--- src/hdl/stt_pkg.sv ---
`default_nettype none
package stt_pkg;

	localparam int INDEX_BITS = 16;
	localparam int SLOT_COUNT = 1 << INDEX_BITS;

	localparam int VERIFY_BITS = 32;
	localparam int MOVE_BITS   = 32;
	localparam int SCORE_BITS  = 16;
	localparam int DEPTH_BITS  = 8;
	localparam int PLY_BITS    = 6;
	localparam int KIND_BITS   = 2;
	localparam int GEN_BITS    = 6;

	// mate window edge: 29000 - 64
	localparam int MATE_VALUE = 29000;
	localparam int PLY_LIMIT  = 64;
	localparam logic signed [SCORE_BITS-1:0] MATE_WIN  = SCORE_BITS'(MATE_VALUE - PLY_LIMIT);
	localparam logic signed [SCORE_BITS-1:0] MATE_LOSS = SCORE_BITS'(-MATE_VALUE + PLY_LIMIT);

	localparam logic OP_PROBE = 1'b0;
	localparam logic OP_STORE = 1'b1;

	localparam logic [KIND_BITS-1:0] KIND_EXACT = 2'd0;
	localparam logic [KIND_BITS-1:0] KIND_LOWER = 2'd1;
	localparam logic [KIND_BITS-1:0] KIND_UPPER = 2'd2;

	// queue between front and back
	localparam int Q_DEPTH    = 2;
	localparam int Q_PTR_BITS = $clog2(Q_DEPTH);
	localparam int Q_CNT_BITS = $clog2(Q_DEPTH + 1);

	typedef struct packed {
		logic                    opcode;
		logic [INDEX_BITS-1:0]   slot;
		logic [VERIFY_BITS-1:0]  verify;
		logic [DEPTH_BITS-1:0]   depth;
		logic [PLY_BITS-1:0]     ply;
		logic [SCORE_BITS-1:0]   alpha;
		logic [SCORE_BITS-1:0]   beta;
		logic [SCORE_BITS-1:0]   score;
		logic [KIND_BITS-1:0]    kind;
		logic [MOVE_BITS-1:0]    move;
	} stt_item_t;

	typedef struct packed {
		logic                    valid;
		logic [VERIFY_BITS-1:0]  verify;
		logic [MOVE_BITS-1:0]    move;
		logic [SCORE_BITS-1:0]   score;
		logic [DEPTH_BITS-1:0]   depth;
		logic [KIND_BITS-1:0]    kind;
		logic [GEN_BITS-1:0]     gen;
	} stt_entry_t;

	localparam int ENTRY_BITS = $bits(stt_entry_t);

endpackage
`default_nettype wire

--- src/hdl/stt_front.sv ---
`default_nettype none
module stt_front (
	input  wire logic              clk,
	input  wire logic              arst_n,
	input  wire logic              in_valid,
	output      logic              in_ready,
	input  wire stt_pkg::stt_item_t req,
	input  wire logic              clear_done,
	output      logic              q_valid,
	output      stt_pkg::stt_item_t q_item,
	input  wire logic              q_pop
);

	import stt_pkg::*;

	stt_item_t               buf_q [Q_DEPTH];
	logic [Q_PTR_BITS-1:0]   wr_ptr_q;
	logic [Q_PTR_BITS-1:0]   rd_ptr_q;
	logic [Q_CNT_BITS-1:0]   cnt_q;
	logic                    push;
	logic                    pop;
	logic [SCORE_BITS-1:0]   adj_score;
	stt_item_t               item;

	assign in_ready = clear_done && (cnt_q != Q_CNT_BITS'(Q_DEPTH));
	assign push     = in_valid && in_ready;
	assign q_valid  = (cnt_q != '0);
	assign pop      = q_pop && q_valid;
	assign q_item   = buf_q[rd_ptr_q];

	// push mate scores away from zero by the ply before storing; wraps to 16 bits
	always_comb begin
		adj_score = req.score;
		if ($signed(req.score) > MATE_WIN) begin
			adj_score = req.score + SCORE_BITS'(req.ply);
		end else if ($signed(req.score) < MATE_LOSS) begin
			adj_score = req.score - SCORE_BITS'(req.ply);
		end
		item       = req;
		item.score = (req.opcode == OP_STORE) ? adj_score : req.score;
	end

	always_ff @(posedge clk) begin
		if (push) begin
			buf_q[wr_ptr_q] <= item;
		end
	end

	always_ff @(posedge clk or negedge arst_n) begin
		if (!arst_n) begin
			wr_ptr_q <= '0;
			rd_ptr_q <= '0;
			cnt_q    <= '0;
		end else begin
			if (push) begin
				wr_ptr_q <= wr_ptr_q + 1'b1;
			end
			if (pop) begin
				rd_ptr_q <= rd_ptr_q + 1'b1;
			end
			if (push && !pop) begin
				cnt_q <= cnt_q + 1'b1;
			end else if (pop && !push) begin
				cnt_q <= cnt_q - 1'b1;
			end
		end
	end

endmodule
`default_nettype wire

--- config.mk ---
export PLATFORM = sky130hd
export DESIGN_NAME = stt_front
export DESIGN_NICKNAME = d
export VERILOG_FILES = /design/src/hdl/stt_pkg.sv /design/src/hdl/stt_front.sv
export SDC_FILE = /design/constraint.sdc
export NUM_CORES = 1
export LEC_CHECK = 0
export BUFFER_PORTS_ARGS = -buffer_cell sky130_fd_sc_hd__buf_2
export CAP_MARGIN = 20
export CELL_PAD_IN_SITES_DETAIL_PLACEMENT = 1
export CELL_PAD_IN_SITES_GLOBAL_PLACEMENT = 1
export CORE_ASPECT_RATIO = 2
export CORE_MARGIN = 2
export CORE_UTILIZATION = 46
export CTS_BUF_LIST = sky130_fd_sc_hd__clkbuf_8
export DETAILED_ROUTE_END_ITERATION = 8
export GPL_TIMING_DRIVEN = 0
export HOLD_SLACK_MARGIN = 0.03
export PLACE_DENSITY = 0.86
export SLEW_MARGIN = 5
export SYNTH_ARGS = -nofsm -noshare
export SYNTH_HDL_FRONTEND = slang
export SYNTH_SLANG_ARGS = --single-unit
--- constraint.sdc ---
create_clock -name clk -period 9.6 [get_ports clk]
set_input_delay 0.96 -clock clk [delete_from_list [all_inputs] [get_ports clk]]
set_output_delay 0.96 -clock clk [all_outputs]
set_load 0.02 [all_outputs]
# [Yosys cells after proc, flatten, opt, wreduce, memory -nomap -nowiden]
# Memories as Yosys holds them, arrays and structs flattened.
# Index checks and enable logic that the tools add are counted.
[totals] regBits=4 mem_bits_rw=290 inputBits=150 output_inout_bits=147 wordCells=29 mem_count=1
[op_classes] addsub=6 n_lt_le_gt_ge=2 eq_ne=1 mux=7 reduce_logical=9
[memory_table] memory="buf_q" words=2 word_bits=145 read_ports=1 rd_ports_with_merged_regs=0 wr=1 line_no="stt_front.sv:16" text="stt_item_t buf_q [Q_DEPTH];"
[op_table] operator="16-bit 2-to-1 mux" count=3
[op_table] operator="16-bit by 6-bit adder with 16-bit output" count=1
[op_table] operator="16-bit greater-than comparator (second input constant)" count=1
[op_table] operator="16-bit less-than comparator (second input constant)" count=1
[op_table] operator="16-bit by 6-bit subtractor with 16-bit output" count=1
[op_table] operator="1-bit logical AND" count=5
[op_table] operator="2-bit 2-to-1 mux" count=2
[op_table] operator="2-bit nonzero test" count=2
[op_table] operator="1-bit adder (second input constant)" count=2
[op_table] operator="2-bit by 1-bit adder with 2-bit output (second input constant)" count=1
[op_table] operator="1-bit logical NOT" count=2
[op_table] operator="1-bit 2-to-1 mux" count=2
[op_table] operator="2-bit inequality test (second input constant)" count=1
[op_table] operator="2-bit by 1-bit subtractor with 2-bit output (second input constant)" count=1

# [Longest topological paths before layout]
[logic_depth] ltp_word=7 depth_mapped=9 ltp_nobuf=8

# [Worst setup path before layout]
# No wires, ideal clock.
[synth_path] kind="input to register" startpoint="input clear_done" endpoint="memory buf_q[0][0] (netlist name) (enable)" setup_ps=652 arrival_ps=7843 required_ps=8948 setup_slack_ps=1104 cell_stages=3 path_buffers=0 path_cell_list="a21boi_0 > nand2_1 > nor2_1"
[synth_between] elab_chain_len=4
[synth_lines] element="start: declaration" line_no="stt_front.sv:8" text="input wire logic clear_done,"
[synth_lines] element="1-bit logical AND" line_no="stt_front.sv:25" text="assign in_ready = clear_done && (cnt_q != Q_CNT_BITS'(Q_DEPTH));"
[synth_lines] element="1-bit logical AND" line_no="stt_front.sv:26" text="assign push = in_valid && in_ready;"
[synth_lines] element="1-bit 2-to-1 mux" line_no="stt_front.sv:44" text="if (push) begin"
[synth_lines] element="1-bit 2-to-1 mux (not written as such)" line_no="stt_front.sv:45" text="buf_q[wr_ptr_q] <= item;"
[synth_lines] element="end: declaration" line_no="stt_front.sv:16"
# No other way between the ends.

==> run_summary.xml <==
<?xml version="1.0" encoding="UTF-8"?>
<metrics>
  <group name="timing">
    <metric name="skew" unit="ns">0.0149</metric>
    <metric name="unrepaired_setup_endpoints_after_global_routing" unit="">false</metric>
    <metric name="report.final.slew_viol_count" unit="">0</metric>
    <metric name="finalCritPeriodShare" unit="%">37.4</metric>
    <metric name="maxClockFrequency" unit="MHz">278</metric>
    <metric name="max_slew.worst_pin.slew" unit="ns">0.937</metric>
    <metric name="maxSlewHeadroom" unit="%">37.5</metric>
    <metric name="finalSetupViolCount" unit="">0</metric>
    <metric name="fin_crit" unit="ns">3.59</metric>
    <metric name="finalHoldViolations" unit="">0</metric>
    <metric name="post-route-worst-setup-slack" unit="ns">6.01</metric>
  </group>
  <group name="placement">
    <metric name="dp_hpwl" unit="µm">22900</metric>
    <metric name="placement.io_buffers" unit="">291</metric>
    <metric name="dpl_worst_slack" unit="ns">6.03</metric>
    <metric name="place.gp.congestion" unit="">0.911</metric>
  </group>
  <group name="drt">
    <metric name="drc" unit="">0</metric>
    <metric name="drt_pass1_iterations" unit="">6</metric>
    <metric name="wire_per_inst" unit="µm">23.0</metric>
    <metric name="drtAntennaViolNets" unit="">0</metric>
    <metric name="routed_via_density" unit="">5.22</metric>
    <metric name="drt-total-wl" unit="µm">30700</metric>
    <metric name="route.vias.total" unit="">6982</metric>
    <metric name="drt_first_iter_violations" unit="">246</metric>
  </group>
  <group name="floorplan">
    <metric name="die-height" unit="µm">229</metric>
    <metric name="die_area" unit="µm²">26800</metric>
    <metric name="floorplan.io_pins" unit="">297</metric>
    <metric name="core" unit="µm²">25000</metric>
    <metric name="initial_core_util" unit="%">46.6</metric>
    <metric name="standard_cell_rows" unit="">82</metric>
    <metric name="die_width" unit="µm">117</metric>
  </group>
  <group name="grt">
    <metric name="first_pass_grt_wire_length" unit="µm">44400</metric>
    <metric name="first_global_vias" unit="">7836</metric>
    <metric name="grt_use_total" unit="%">22.7</metric>
    <metric name="grt_max_degree" unit="">59</metric>
    <metric name="grt_antenna_before_repair" unit="">14</metric>
    <metric name="remaining_overflow_grt" unit="">0</metric>
  </group>
  <group name="synthesis">
    <metric name="cell_area_synth" unit="µm²">11700</metric>
    <metric name="synth_area_per_cell" unit="µm²">18.9</metric>
    <metric name="synth.ff_latch_count" unit="">294</metric>
    <metric name="asyncSetResetFlopFracSynth" unit="%">1.36</metric>
    <metric name="synth-warning-count" unit="">0</metric>
    <metric name="synth_enable_flop_cells" unit="">290</metric>
    <metric name="synth.yosys.seq_area_share" unit="%">75.4</metric>
    <metric name="synthesis.nets" unit="">784</metric>
    <metric name="synthFlopType" unit="">sky130_fd_sc_hd__edfxtp_1</metric>
    <metric name="number_of_distinct_library_cells_after_synthesis" unit="">53</metric>
    <metric name="netlist_instances" unit="">619</metric>
  </group>
  <group name="finish">
    <metric name="multiInputGateArea" unit="µm²">2700</metric>
    <metric name="sequential_cell_area" unit="µm²">8810</metric>
    <metric name="nNetsFinal" unit="">1125</metric>
    <metric name="final.fill_count" unit="">2502</metric>
    <metric name="share_of_layout_cells_above_drive_strength_1" unit="%">52.2</metric>
    <metric name="area.growth.synth_to_final" unit="%">24.6</metric>
  </group>
  <group name="clock_network">
    <metric name="clock_tree.buffer_depth" unit="">3</metric>
    <metric name="clock_latency_on_the_worst_skew_pair" unit="ns">0.55</metric>
    <metric name="number_of_clock_sinks" unit="">294</metric>
    <metric name="post_cts_repair_resize_count" unit="">0</metric>
    <metric name="cts_tree" unit="">yes</metric>
    <metric name="path_clk_slew" unit="ns">0.07</metric>
    <metric name="cts.htree.levels" unit="">2</metric>
    <metric name="postCtsSetupRepairBufs" unit="">0</metric>
    <metric name="clock_tree.root_cell" unit="">sky130_fd_sc_hd__clkbuf_8</metric>
    <metric name="cts_buffers" unit="">41</metric>
    <metric name="cts-hold-fix-buffers" unit="">0</metric>
  </group>
  <group name="worst_setup_path">
    <metric name="timing.critical_path.required" unit="ns">8.64</metric>
    <metric name="crit_path_max_fanout" unit="">10</metric>
    <metric name="startpoint_type" unit="">flip-flop</metric>
    <metric name="cp-end-kind" unit="">output port</metric>
    <metric name="cp.arrival" unit="ns">2.63</metric>
    <metric name="critPathKind" unit="">flip-flop to output port</metric>
  </group>
  <group name="power_and_ir_drop">
    <metric name="cellInternalPower" unit="W">0.00258</metric>
    <metric name="max-vdd-ir-drop" unit="V">0.000126</metric>
    <metric name="power.share.switching" unit="%">33.1</metric>
    <metric name="power_frac_clock" unit="%">24.8</metric>
    <metric name="power.switching" unit="W">0.00127</metric>
    <metric name="sequentialPowerShare" unit="%">42.6</metric>
    <metric name="pwr-share-comb" unit="%">32.6</metric>
    <metric name="power.density" unit="nW/µm²">265</metric>
    <metric name="total_leakage_power" unit="nW">5.47</metric>
    <metric name="total_power" unit="W">0.00385</metric>
  </group>
  <group name="run">
    <metric name="drv.max_cap_violation_count" unit="">0</metric>
  </group>
  <group name="hold_path">
    <metric name="hold_path.class" unit="">input port to asynchronous set/reset pin</metric>
  </group>
  <group name="run_status">
    <metric name="outcome" unit="">finished, final reports clean</metric>
  </group>
</metrics>
## flip-flops by register name (all words and copies together), names as in the netlist
name,cells
wr_ptr_q,1
buf_q,290
cnt_q,2
rd_ptr_q,1
## area by class of cell
cell class / instances / area share [%]
flip-flops and latches: 294 / 60.5
multi-input cells: 284 / 18.6
repair buffers: 298 / 11.1
clock buffers: 43 / 4.07
well taps: 336 / 2.89
clock inverters: 30 / 1.41
plain buffers: 25 / 0.800
inverters: 16 / 0.413
diodes: 11 / 0.189
## Yosys cell counts, drive strengths merged (3+ instances only)
master,instances,area (µm²)
nor4,4,46.3
a31oi,6,43.8
nand3,4,20.0
nor2,15,56.3
xor2,5,43.8
a221o,4,40.0
mux2,145,1630
dfrtp,4,100
o221ai,4,35.0
nand2,9,36.3
nor3,8,40.0
o21ai,8,40.0
and3,4,25.0
xnor2,7,61.3
buf,8,52.6
clkbuf,17,63.8
a21oi,10,61.3
o31ai,3,22.5
a21bo,3,30.0
inv,16,60.1
ha,13,163
edfxtp,290,8710
## metal layers
metal  vias up  share of wire [%]  track usage [%]  wire length [µm]
li1       3130                  -                -                 -
met1      3473                 29             19.5              8760
met2       272                 61             44.5             18600
met3        99                5.2             4.71              1590
met4         8                5.6             14.2              1720
met5         -               0.15                0                45
## placed cells by master (no fill, tap or decap), drive strengths merged, types with 7 or more instances in the layout
| cell | netlist | layout |
|---|---|---|
| xnor2 | 7 | 7 |
| buf | 8 | 306 |
| nor3 | 8 | 8 |
| mux2 | 145 | 145 |
| ha | 13 | 13 |
| nor2 | 15 | 15 |
| a21oi | 10 | 10 |
| clkinv | 0 | 11 |
| diode | 0 | 11 |
| inv | 16 | 29 |
| edfxtp | 290 | 290 |
| nand2 | 9 | 9 |
| clkbuf | 17 | 60 |
| o21ai | 8 | 8 |
## through the flow
step	instances	hold WS (ns)	cell area, µm²	TNS, ns	utilization, %
floorplan	619	0.451	11700	0	-
global placement	1246	0.478	13600	-300.36	54.1
detailed placement	1253	0.525	13700	0	54.8
CTS	1326	0.171	14500	0	58.0
global route	1337	0.177	14600	0	58.1
finish	1337	0.202	14600	0	58.1
## cell families (layout without fill, tap and decap cells)
logic type / count (synthesis) / after routing / synth area share, %
and+or+nand+nor: 56 / 56 / 2.74
buffers and inverters: 41 / 412 / 1.51
other: 0 / 11 / 0
DFF: 294 / 294 / 75.4
adders and majority gates: 15 / 15 / 1.74
AOI/OAI and AO/OA: 55 / 55 / 3.60
muxes: 146 / 146 / 14.1
xor gates and xnor gates: 12 / 12 / 0.900
## power by group through the flow
stage | clock network [W] | logic (W) | registers (W)
final | 0.000954 | 0.00126 | 0.00164
after global routing | 0.00103 | 0.00133 | 0.00165
after detailed placement | 0 | 0.00127 | 0.00167
after global placement | 0 | 0.00120 | 0.00171
after CTS | 0.000980 | 0.00127 | 0.00164
after floorplan | 0 | 0.000819 | 0.00168
## worst max-delay path: stages, from the launching register on
cell and delay, ns:
sky130_fd_sc_hd__dfrtp_1 0.35, sky130_fd_sc_hd__clkbuf_1 0.52, sky130_fd_sc_hd__clkbuf_1 0.64, sky130_fd_sc_hd__mux2_2 0.42
sky130_fd_sc_hd__buf_2 0.16
## final timing paths
kind,startpoint,endpoint,slack (ns),depth (start not counted)
worst max register to register,cnt_q[0],buf_q[1][89],6.97,5
min in group clk,cnt_q[1],cnt_q[1],0.56,1
worst min register to register,cnt_q[1],cnt_q[1],0.56,1
worst max-delay path,rd_ptr_q,q_item[12],6.01,4
max in group asynchronous,arst_n,rd_ptr_q,9.27,1
worst min-delay path,arst_n,cnt_q[0],0.20,1
(Power assumes the default switching activity.)
